`src/hw/rtl/bior_pkg.sv`:
```
// Types and constants of the board I/O register slave.
package bior_pkg;

  typedef enum logic [1:0] {
    OP_UPDATE = 2'd0,
    OP_READ   = 2'd1,
    OP_WRITE  = 2'd2
  } op_t;

  // bus register map
  localparam logic [7:0] ADDR_VERSION  = 8'h00;
  localparam logic [7:0] ADDR_PWR_BTN  = 8'h01;
  localparam logic [7:0] ADDR_CHG_FLAG = 8'h02;
  localparam logic [7:0] ADDR_TCH_BTN  = 8'h03;
  localparam logic [7:0] ADDR_SPEAKER  = 8'h04;
  localparam logic [7:0] ADDR_TCH_RST  = 8'h05;
  localparam logic [7:0] ADDR_BKLIGHT  = 8'h06;
  localparam logic [7:0] ADDR_LCD_CMD  = 8'h07;
  localparam logic [7:0] ADDR_LCD_DATA = 8'h08;
  localparam logic [7:0] ADDR_PWM_DUTY = 8'h09;
  localparam logic [7:0] ADDR_ADC_LAT  = 8'h0A;
  localparam logic [7:0] ADDR_ADC_LO   = 8'h0B;
  localparam logic [7:0] ADDR_ADC_HI   = 8'h0C;

  // configuration register indexes
  localparam int unsigned CFG_AW = 4;
  localparam logic [1:0] CFG_IDX_VERSION = 2'd0;
  localparam logic [1:0] CFG_IDX_WINDOW  = 2'd1;
  localparam logic [1:0] CFG_IDX_LIMIT   = 2'd2;

  localparam logic [15:0] WINDOW_MS_RST   = 16'd100;
  localparam logic [7:0]  TOGGLE_LIM_RST  = 8'd20;
  localparam logic [7:0]  TOGGLE_CNT_MAX  = 8'd255;

  // latch bit positions
  localparam int unsigned LAT_SPEAKER = 0;
  localparam int unsigned LAT_TCH_RST = 1;
  localparam int unsigned LAT_BKLIGHT = 2;

  typedef struct packed {
    logic [7:0]  board_version;
    logic [15:0] window_ms;
    logic [7:0]  toggle_limit;
  } cfg_t;

  typedef struct packed {
    logic [1:0]  operation;
    logic [7:0]  reg_addr;
    logic [7:0]  write_data;
    logic        chg_status;
    logic        power_button;
    logic        touch_button;
    logic [11:0] adc_sample;
    logic [31:0] now_ms;
  } in_word_t;

endpackage

```
`src/hw/rtl/bior_if.sv`:
```
// Valid/ready channels for input words and result words.
interface bior_in_if;
  logic        valid;
  logic        ready;
  logic [1:0]  operation;
  logic [7:0]  reg_addr;
  logic [7:0]  write_data;
  logic        chg_status;
  logic        power_button;
  logic        touch_button;
  logic [11:0] adc_sample;
  logic [31:0] now_ms;

  modport source (output valid, operation, reg_addr, write_data, chg_status,
                  power_button, touch_button, adc_sample, now_ms,
                  input ready);
  modport sink (input valid, operation, reg_addr, write_data, chg_status,
                power_button, touch_button, adc_sample, now_ms,
                output ready);
endinterface

interface bior_out_if;
  logic       valid;
  logic       ready;
  logic [7:0] read_data;
  logic       speaker_enable;
  logic       touch_reset;
  logic       backlight_on;
  logic [7:0] backlight_duty;
  logic       lcd_word_valid;
  logic [8:0] lcd_word;
  logic       battery_connected;
  logic       battery_charging;

  modport source (output valid, read_data, speaker_enable, touch_reset, backlight_on,
                  backlight_duty, lcd_word_valid, lcd_word, battery_connected,
                  battery_charging, input ready);
  modport sink (input valid, read_data, speaker_enable, touch_reset, backlight_on,
                backlight_duty, lcd_word_valid, lcd_word, battery_connected,
                battery_charging, output ready);
endinterface

```
`src/hw/rtl/bior_cfg.sv`:
```
// APB configuration registers.
module bior_cfg
  import bior_pkg::*;
(
  input  logic              clk,
  input  logic              rst_n,
  input  logic              psel,
  input  logic              penable,
  input  logic              pwrite,
  input  logic [CFG_AW-1:0] paddr,
  input  logic [31:0]       pwdata,
  output logic [31:0]       prdata,
  output logic              pready,
  output cfg_t              cfg
);

  cfg_t cfg_r, cfg_nxt;
  logic wr_en;
  logic [1:0] idx;

  assign pready = 1'b1;
  assign wr_en  = psel && penable && pwrite;
  assign idx    = paddr[3:2];

  always_comb begin
    cfg_nxt = cfg_r;
    if (wr_en) begin
      case (idx)
        CFG_IDX_VERSION: cfg_nxt.board_version = pwdata[7:0];
        CFG_IDX_WINDOW:  cfg_nxt.window_ms     = pwdata[15:0];
        CFG_IDX_LIMIT:   cfg_nxt.toggle_limit  = pwdata[7:0];
        default: ;
      endcase
    end
  end

  always_ff @(posedge clk) begin
    if (!rst_n) begin
      cfg_r.board_version <= 8'd0;
      cfg_r.window_ms     <= WINDOW_MS_RST;
      cfg_r.toggle_limit  <= TOGGLE_LIM_RST;
    end else begin
      cfg_r <= cfg_nxt;
    end
  end

  always_comb begin
    case (idx)
      CFG_IDX_VERSION: prdata = {24'd0, cfg_r.board_version};
      CFG_IDX_WINDOW:  prdata = {16'd0, cfg_r.window_ms};
      CFG_IDX_LIMIT:   prdata = {24'd0, cfg_r.toggle_limit};
      default:         prdata = 32'd0;
    endcase
  end

  assign cfg = cfg_r;

endmodule

```
`src/hw/rtl/bior_core.sv`:
```
// Board state, per-word logic and result register.
module bior_core
  import bior_pkg::*;
(
  input  logic     clk,
  input  logic     rst_n,
  input  cfg_t     cfg,
  input  logic     word_valid,
  input  in_word_t word,
  output logic     take,
  bior_out_if.source out_ch
);

  logic [7:0]  toggle_count_r, toggle_count_nxt;
  logic        last_pin_r, last_pin_nxt;
  logic [31:0] window_start_r, window_start_nxt;
  logic        connected_r, connected_nxt;
  logic        charging_r, charging_nxt;
  logic [11:0] level_r, level_nxt;
  logic [2:0]  latches_r, latches_nxt;
  logic [7:0]  duty_r, duty_nxt;

  logic [7:0]  rd;
  logic        lv;
  logic [8:0]  lw;
  logic [7:0]  cnt_inc;
  logic [31:0] elapsed;
  logic        data_nz;

  logic        out_valid_r;
  logic [7:0]  rd_r;
  logic        lv_r;
  logic [8:0]  lw_r;

  assign take    = word_valid && (!out_valid_r || out_ch.ready);
  assign elapsed = word.now_ms - window_start_r;
  assign data_nz = |word.write_data;
  assign cnt_inc = ((word.chg_status != last_pin_r) && (toggle_count_r != TOGGLE_CNT_MAX))
                   ? toggle_count_r + 8'd1 : toggle_count_r;

  always_comb begin
    toggle_count_nxt = toggle_count_r;
    last_pin_nxt     = last_pin_r;
    window_start_nxt = window_start_r;
    connected_nxt    = connected_r;
    charging_nxt     = charging_r;
    level_nxt        = level_r;
    latches_nxt      = latches_r;
    duty_nxt         = duty_r;
    rd = 8'd0;
    lv = 1'b0;
    lw = 9'd0;
    case (op_t'(word.operation))
      OP_UPDATE: begin
        toggle_count_nxt = cnt_inc;
        last_pin_nxt     = word.chg_status;
        if (elapsed >= {16'd0, cfg.window_ms}) begin
          window_start_nxt = word.now_ms;
          connected_nxt    = !(cnt_inc > cfg.toggle_limit);
          toggle_count_nxt = 8'd0;
        end
        charging_nxt = connected_nxt && !word.chg_status;
      end
      OP_READ: begin
        case (word.reg_addr)
          ADDR_VERSION:  rd = cfg.board_version;
          ADDR_PWR_BTN:  rd = {7'd0, word.power_button};
          ADDR_CHG_FLAG: rd = {6'd0, connected_r, charging_r};
          ADDR_TCH_BTN:  rd = {7'd0, word.touch_button};
          ADDR_SPEAKER:  rd = {7'd0, latches_r[LAT_SPEAKER]};
          ADDR_TCH_RST:  rd = {7'd0, latches_r[LAT_TCH_RST]};
          ADDR_BKLIGHT:  rd = {7'd0, latches_r[LAT_BKLIGHT]};
          ADDR_PWM_DUTY: rd = duty_r;
          ADDR_ADC_LO:   rd = level_r[7:0];
          ADDR_ADC_HI:   rd = {4'd0, level_r[11:8]};
          default:       rd = 8'd0;
        endcase
      end
      OP_WRITE: begin
        case (word.reg_addr)
          ADDR_SPEAKER:  latches_nxt[LAT_SPEAKER] = data_nz;
          ADDR_TCH_RST:  latches_nxt[LAT_TCH_RST] = data_nz;
          ADDR_BKLIGHT:  latches_nxt[LAT_BKLIGHT] = data_nz;
          ADDR_LCD_CMD: begin
            lv = 1'b1;
            lw = {1'b0, word.write_data};
          end
          ADDR_LCD_DATA: begin
            lv = 1'b1;
            lw = {1'b1, word.write_data};
          end
          ADDR_PWM_DUTY: duty_nxt = word.write_data;
          ADDR_ADC_LAT:  if (data_nz) level_nxt = word.adc_sample;
          default: ;
        endcase
      end
      default: ;
    endcase
  end

  always_ff @(posedge clk) begin
    if (!rst_n) begin
      toggle_count_r <= 8'd0;
      last_pin_r     <= 1'b0;
      window_start_r <= 32'd0;
      connected_r    <= 1'b0;
      charging_r     <= 1'b0;
      level_r        <= 12'd0;
      latches_r      <= 3'd0;
      duty_r         <= 8'd0;
      out_valid_r    <= 1'b0;
    end else begin
      if (take) begin
        toggle_count_r <= toggle_count_nxt;
        last_pin_r     <= last_pin_nxt;
        window_start_r <= window_start_nxt;
        connected_r    <= connected_nxt;
        charging_r     <= charging_nxt;
        level_r        <= level_nxt;
        latches_r      <= latches_nxt;
        duty_r         <= duty_nxt;
        out_valid_r    <= 1'b1;
      end else if (out_ch.ready) begin
        out_valid_r <= 1'b0;
      end
    end
  end

  // per-word result fields; the state fields come straight from the state regs
  always_ff @(posedge clk) begin
    if (take) begin
      rd_r <= rd;
      lv_r <= lv;
      lw_r <= lw;
    end
  end

  assign out_ch.valid             = out_valid_r;
  assign out_ch.read_data         = rd_r;
  assign out_ch.speaker_enable    = latches_r[LAT_SPEAKER];
  assign out_ch.touch_reset       = latches_r[LAT_TCH_RST];
  assign out_ch.backlight_on      = latches_r[LAT_BKLIGHT];
  assign out_ch.backlight_duty    = duty_r;
  assign out_ch.lcd_word_valid    = lv_r;
  assign out_ch.lcd_word          = lw_r;
  assign out_ch.battery_connected = connected_r;
  assign out_ch.battery_charging  = charging_r;

endmodule

```
`src/hw/rtl/board_io_register_slave_top.sv`:
```
// An accepted input word passes the input register, then the result register, before
// its result word is valid. Throughput: one word per cycle while the result side
// takes each result; the input register and the result register let a new word in
// while a finished result waits to be taken.
// Reset (synchronous, rst_n low): state and latches clear, window_ms = 100,
// toggle_limit = 20, board_version = 0; both channels empty.
module board_io_register_slave_top
  import bior_pkg::*;
(
  input  logic              clk,
  input  logic              rst_n,
  bior_in_if.sink           in_ch,
  bior_out_if.source        out_ch,
  input  logic              psel,
  input  logic              penable,
  input  logic              pwrite,
  input  logic [CFG_AW-1:0] paddr,
  input  logic [31:0]       pwdata,
  output logic [31:0]       prdata,
  output logic              pready
);

  cfg_t     cfg;
  logic     in_valid_r;
  in_word_t in_word_r;
  logic     take;

  assign in_ch.ready = !in_valid_r || take;

  always_ff @(posedge clk) begin
    if (!rst_n) begin
      in_valid_r <= 1'b0;
    end else if (in_ch.ready) begin
      in_valid_r <= in_ch.valid;
    end
  end

  always_ff @(posedge clk) begin
    if (in_ch.valid && in_ch.ready) begin
      in_word_r.operation    <= in_ch.operation;
      in_word_r.reg_addr     <= in_ch.reg_addr;
      in_word_r.write_data   <= in_ch.write_data;
      in_word_r.chg_status   <= in_ch.chg_status;
      in_word_r.power_button <= in_ch.power_button;
      in_word_r.touch_button <= in_ch.touch_button;
      in_word_r.adc_sample   <= in_ch.adc_sample;
      in_word_r.now_ms       <= in_ch.now_ms;
    end
  end

  bior_cfg u_cfg (
    .clk     (clk),
    .rst_n   (rst_n),
    .psel    (psel),
    .penable (penable),
    .pwrite  (pwrite),
    .paddr   (paddr),
    .pwdata  (pwdata),
    .prdata  (prdata),
    .pready  (pready),
    .cfg     (cfg)
  );

  bior_core u_core (
    .clk        (clk),
    .rst_n      (rst_n),
    .cfg        (cfg),
    .word_valid (in_valid_r),
    .word       (in_word_r),
    .take       (take),
    .out_ch     (out_ch)
  );

endmodule

```
`src/flat_wrapper.sv`:
```
// flat-port wrapper written by rule: the top's interface ports become plain ports
module board_io_register_slave_top_flat import bior_pkg::*;
  (clk, rst_n, psel, penable, pwrite, paddr, pwdata, prdata, pready, in_ch_valid, in_ch_operation, in_ch_reg_addr, in_ch_write_data, in_ch_chg_status, in_ch_power_button, in_ch_touch_button, in_ch_adc_sample, in_ch_now_ms, in_ch_ready, out_ch_valid, out_ch_read_data, out_ch_speaker_enable, out_ch_touch_reset, out_ch_backlight_on, out_ch_backlight_duty, out_ch_lcd_word_valid, out_ch_lcd_word, out_ch_battery_connected, out_ch_battery_charging, out_ch_ready);
  bior_in_if in_ch_i ();
  bior_out_if out_ch_i ();
  input  logic clk;
  input  logic rst_n;
  input  logic psel;
  input  logic penable;
  input  logic pwrite;
  input  logic [CFG_AW-1:0] paddr;
  input  logic [31:0] pwdata;
  output logic [31:0] prdata;
  output logic pready;
  input wire logic [$bits(in_ch_i.valid)-1:0] in_ch_valid;
  input wire logic [$bits(in_ch_i.operation)-1:0] in_ch_operation;
  input wire logic [$bits(in_ch_i.reg_addr)-1:0] in_ch_reg_addr;
  input wire logic [$bits(in_ch_i.write_data)-1:0] in_ch_write_data;
  input wire logic [$bits(in_ch_i.chg_status)-1:0] in_ch_chg_status;
  input wire logic [$bits(in_ch_i.power_button)-1:0] in_ch_power_button;
  input wire logic [$bits(in_ch_i.touch_button)-1:0] in_ch_touch_button;
  input wire logic [$bits(in_ch_i.adc_sample)-1:0] in_ch_adc_sample;
  input wire logic [$bits(in_ch_i.now_ms)-1:0] in_ch_now_ms;
  output wire logic [$bits(in_ch_i.ready)-1:0] in_ch_ready;
  output wire logic [$bits(out_ch_i.valid)-1:0] out_ch_valid;
  output wire logic [$bits(out_ch_i.read_data)-1:0] out_ch_read_data;
  output wire logic [$bits(out_ch_i.speaker_enable)-1:0] out_ch_speaker_enable;
  output wire logic [$bits(out_ch_i.touch_reset)-1:0] out_ch_touch_reset;
  output wire logic [$bits(out_ch_i.backlight_on)-1:0] out_ch_backlight_on;
  output wire logic [$bits(out_ch_i.backlight_duty)-1:0] out_ch_backlight_duty;
  output wire logic [$bits(out_ch_i.lcd_word_valid)-1:0] out_ch_lcd_word_valid;
  output wire logic [$bits(out_ch_i.lcd_word)-1:0] out_ch_lcd_word;
  output wire logic [$bits(out_ch_i.battery_connected)-1:0] out_ch_battery_connected;
  output wire logic [$bits(out_ch_i.battery_charging)-1:0] out_ch_battery_charging;
  input wire logic [$bits(out_ch_i.ready)-1:0] out_ch_ready;
  assign in_ch_i.valid = in_ch_valid;
  assign in_ch_i.operation = in_ch_operation;
  assign in_ch_i.reg_addr = in_ch_reg_addr;
  assign in_ch_i.write_data = in_ch_write_data;
  assign in_ch_i.chg_status = in_ch_chg_status;
  assign in_ch_i.power_button = in_ch_power_button;
  assign in_ch_i.touch_button = in_ch_touch_button;
  assign in_ch_i.adc_sample = in_ch_adc_sample;
  assign in_ch_i.now_ms = in_ch_now_ms;
  assign in_ch_ready = in_ch_i.ready;
  assign out_ch_valid = out_ch_i.valid;
  assign out_ch_read_data = out_ch_i.read_data;
  assign out_ch_speaker_enable = out_ch_i.speaker_enable;
  assign out_ch_touch_reset = out_ch_i.touch_reset;
  assign out_ch_backlight_on = out_ch_i.backlight_on;
  assign out_ch_backlight_duty = out_ch_i.backlight_duty;
  assign out_ch_lcd_word_valid = out_ch_i.lcd_word_valid;
  assign out_ch_lcd_word = out_ch_i.lcd_word;
  assign out_ch_battery_connected = out_ch_i.battery_connected;
  assign out_ch_battery_charging = out_ch_i.battery_charging;
  assign out_ch_i.ready = out_ch_ready;
  board_io_register_slave_top u_core (.clk(clk), .rst_n(rst_n), .in_ch(in_ch_i), .out_ch(out_ch_i), .psel(psel), .penable(penable), .pwrite(pwrite), .paddr(paddr), .pwdata(pwdata), .prdata(prdata), .pready(pready));
endmodule
```
`config.mk`:
```
export PLATFORM = sky130hd
export DESIGN_NAME = board_io_register_slave_top_flat
export DESIGN_NICKNAME = d
export VERILOG_FILES = /design/src/hw/rtl/bior_pkg.sv /design/src/hw/rtl/bior_if.sv /design/src/hw/rtl/bior_cfg.sv /design/src/hw/rtl/bior_core.sv /design/src/hw/rtl/board_io_register_slave_top.sv /design/src/flat_wrapper.sv
export SDC_FILE = /design/constraint.sdc
export NUM_CORES = 1
export LEC_CHECK = 0
export BUFFER_PORTS_ARGS = -buffer_cell sky130_fd_sc_hd__buf_2
export CORE_UTILIZATION = 60
export CTS_BUF_LIST = sky130_fd_sc_hd__clkbuf_16
export DETAILED_ROUTE_END_ITERATION = 12
export GPL_TIMING_DRIVEN = 0
export PLACE_DENSITY = 0.91
export SLEW_MARGIN = 5
export SYNTH_ARGS = -nofsm -noshare
export SYNTH_HDL_FRONTEND = slang
export SYNTH_SLANG_ARGS = --single-unit
```
`constraint.sdc`:
```
create_clock -name clk -period 10.3 [get_ports clk]
set_input_delay 1.03 -clock clk [delete_from_list [all_inputs] [get_ports clk]]
set_output_delay 1.03 -clock clk [all_outputs]
set_load 0.05 [all_outputs]
```
==> flow_summary_export.csv <==
group,metric,value,unit
status,status,"completed",
drt,routed_wirelength,24470,µm
drt,drt_first_pass_iters,7,
finish,nFillCells,1112,
floorplan,placementRows,46,
yosys,yosysTopAreaCellShare,0.2538,
finish,drive_gt1_frac,0.1789,
clock_tree,post_cts_buffers,0,
floorplan,die_w,129.9,µm
clock_tree,htreeDepth,4,
yosys,netlist_instances,1040,
floorplan,core,0.01594,mm²
critical_path,path_class,"reg2reg",
floorplan,num_io_pins,174,
clock_tree,cts_buffer_depth,2,
placement,place_area,0.01083,mm²
yosys,synth_edf_count,83,
timing,rsz0062_at_grt,"no",
timing,finalCritPeriodShare,0.5348,
placement,portBuffers,137,
drt,drt_iter0_drc,799,
clock_tree,cts_resized,0,
drt,viasPerCell,5.783,
clock_tree,cts_tree,"built",
placement,dpl.hpwl,18070,µm
power,p_leak,4.493,nW
timing,finalHoldViolCount,0,
yosys,synth-seq-cells,183,
critical_path,worstPathRequired,10610,ps
power,fin_total_pwr,1.680,mW
flow_run,drv_cap,0,
drt,wl_per_cell,16.98,µm
global_routing,overflow,0,
clock_tree,clk_latency,430,ps
global_routing,grt_pass1_vias,7869,
global_routing,grt_use_total,0.2928,
finish,nets,1376,
finish,fin_area,0.01143,mm²
yosys,synthArstFlopShare,0,
critical_path,worst_setup_path_start_kind,"flop",
yosys,synth_area_leader_cell,"edfxtp_1",
placement,place_congestion,0.9461,
worst_hold_path,worstHoldPathType,"reg2reg",
timing,drv_slew,0,
global_routing,grt_pass1_wl,37740,µm
timing,setup_viol,0,
clock_tree,cts_root_buffer,"clkbuf_16",
timing,tightest_slew,900.6,ps
yosys,synthDistinctLibCells,75,
yosys,synth_warnings,0,
drt,drc,0,
timing,maxSlewHeadroom,0.3950,
power,ir_drop,117.5,µV
global_routing,antenna_found_initial,1,
floorplan,start_util,0.6159,
critical_path,critical_path.max_fanout,10,
global_routing,grt_start_max_net_pins,66,
clock_tree,cts_made_buffers,17,
critical_path,cp-end-kind,"flop",
yosys,avgSynthCellArea,9.442,µm²
clock_tree,clk_pin_slew,70,ps
floorplan,die_h,129.9,µm
yosys,synth.yosys.seq_area_share,0.4577,
clock_tree,clock_sinks,183,
critical_path,cp.arrival,5820,ps
yosys,yosys-top-cells-area,"edfxtp_1 (25%), dfxtp_1 (20%), mux2i_1 (8.6%)",
timing,skew,8.585,ps
clock_tree,cts_hold_buf,0,
drt,ant_nets,0,
timing,fin_tns_setup,0,ps
finish,fin_util,0.7171,
timing,min_period,5508,ps
timing,fmax,181.5,MHz
finish,syn_to_final_growth,16.42,%
floorplan,dieArea,0.01688,mm²
timing,hold_slack,460.2,ps
yosys,synth_area,0.009819,mm²
drt,vias,8334,
yosys,synth_flop_cell,"dfxtp_1",
power,p_per_area,146.9,mW/mm²
## power breakdown
group          total (mW)  internal [mW]  switching (mW)  leakage [nW]
sequential          0.798          0.785          0.0129          1.60
clock               0.640          0.345           0.295         0.298
combinational       0.242         0.0850           0.157          2.59
total                1.68           1.21           0.465          4.49
## cell usage after synthesis, types with 5 or more instances
cell      count
mux2i_1      84
nor3_1       15
nand2_1     159
o21ai_0      31
ha_1         56
nand4_1      17
clkbuf_1     26
a22oi_1       6
o21a_1        8
buf_4        19
a21o_1       12
inv_1        65
a222oi_1      5
o211ai_1     10
nor2b_1       9
or3_1         5
a31oi_1       8
nand2b_1     11
dfxtp_1     100
nor2_1       82
and2_1       19
nor4_1        6
o21ai_1       8
edfxtp_1     83
xor2_1       12
a21oi_1      74
buf_2         9
xnor2_1      16
nand3_1      24
## placed cells by master, fill, tap and decap left out, types with 6 or more instances in the layout
master	n
a22oi_1	6
conb_1	17
nand3_1	24
a21o_1	12
inv_1	66
dfxtp_1	100
o21a_1	8
a21oi_1	74
mux2i_1	84
nor2_1	82
edfxtp_1	83
and2_1	18
o21ai_1	8
nand2b_1	11
xor2_1	12
a31oi_1	8
nand4_1	17
nand2_1	159
buf_4	19
nor3_1	14
buf_2	146
o21ai_0	31
xnor2_1	16
nor4_1	6
clkbuf_16	19
ha_1	56
nor2b_1	9
clkbuf_1	26
o211ai_1	10
## per-stage QoR
stage / setup WS, ps / std cells
after floorplan: 6015 / 1055
after global placement: 5077 / 1408
after detailed placement: 5017 / 1408
after CTS: 4926 / 1440
after global routing: 4435 / 1441
final: 4792 / 1441
## flip-flops by register name, summed over array words and instances (netlist names)
name and cells:
u_core.in_valid_r 1, u_core.in_word_r 65, u_core.u_core.latches_r 3, u_core.u_core.level_r 12, u_core.u_core.out_ch.battery_connected 1, u_core.u_core.last_pin_r 1
u_core.u_core.toggle_count_r 8, u_core.u_core.out_ch.lcd_word_valid 1, u_core.u_cfg.cfg 32, u_core.u_core.out_ch.lcd_word 9, u_core.u_core.out_ch.read_data 8, u_core.u_core.out_ch.valid 1
u_core.u_core.window_start_r 32, u_core.u_core.out_ch.battery_charging 1, u_core.u_core.out_ch.backlight_duty 8
## final cells by class
cell class,instances,area (µm²),share of cell area
Clock buffer,19,475.5,0.04159
Sequential cell,183,4494,0.3931
Clock inverter,13,110.1,0.009631
Multi-Input combinational cell,747,4820,0.4216
Tap cell,216,270.3,0.02364
Timing Repair Buffer,137,685.7,0.05998
Buffer,59,326.6,0.02857
Inverter,66,247.7,0.02167
Antenna cell,1,2.502,0.0002189
## critical path: stages, from the launching register on
cell,delay [ps]
edfxtp_1,430
inv_1,90
ha_1,180
fa_1,210
nor2b_1,80
o31ai_2,360
a21oi_1,200
o21ai_0,560
o21ai_0,220
xor2_1,190
ha_1,320
a21oi_1,150
nand2_1,100
a32o_1,220
a2111oi_1,460
nand4_1,150
nor4_1,380
nand3_1,140
nor4_2,380
nor2_2,220
buf_6,210
mux2i_1,130
## layer usage
metal	up-vias	wire [µm]	global-route usage
met5	-	0	0
met4	0	798	0.1231
li1	3991	-	-
met1	3874	9992	0.3691
met2	402	11720	0.4879
met3	67	1958	0.06355
## final timing paths
kind / from / end / slack [ps] / depth (start not counted)
worst max register to register: u_core.in_word_r[0] / u_core.u_core.window_start_r[9] / 4790 / 21
worst min register to register: u_core.u_core.window_start_r[28] / u_core.u_core.window_start_r[28] / 460 / 2
worst min-delay path: u_core.u_core.window_start_r[28] / u_core.u_core.window_start_r[28] / 460 / 2
worst max-delay path: u_core.in_word_r[0] / u_core.u_core.window_start_r[9] / 4790 / 21
## cells by family after synthesis
family | after synthesis | synth area share
XOR/XNOR | 28 | 0.02497
other | 2 | 0.0007648
AND/OR/NAND/NOR | 364 | 0.1686
AO/OA/AOI/OAI | 195 | 0.1270
flip-flops | 183 | 0.4577
buffers and inverters | 125 | 0.05849
adder cells (fa/ha/maj) | 57 | 0.07339
multiplexers | 86 | 0.08907
No activity file was read; power rests on OpenSTA's default activity.
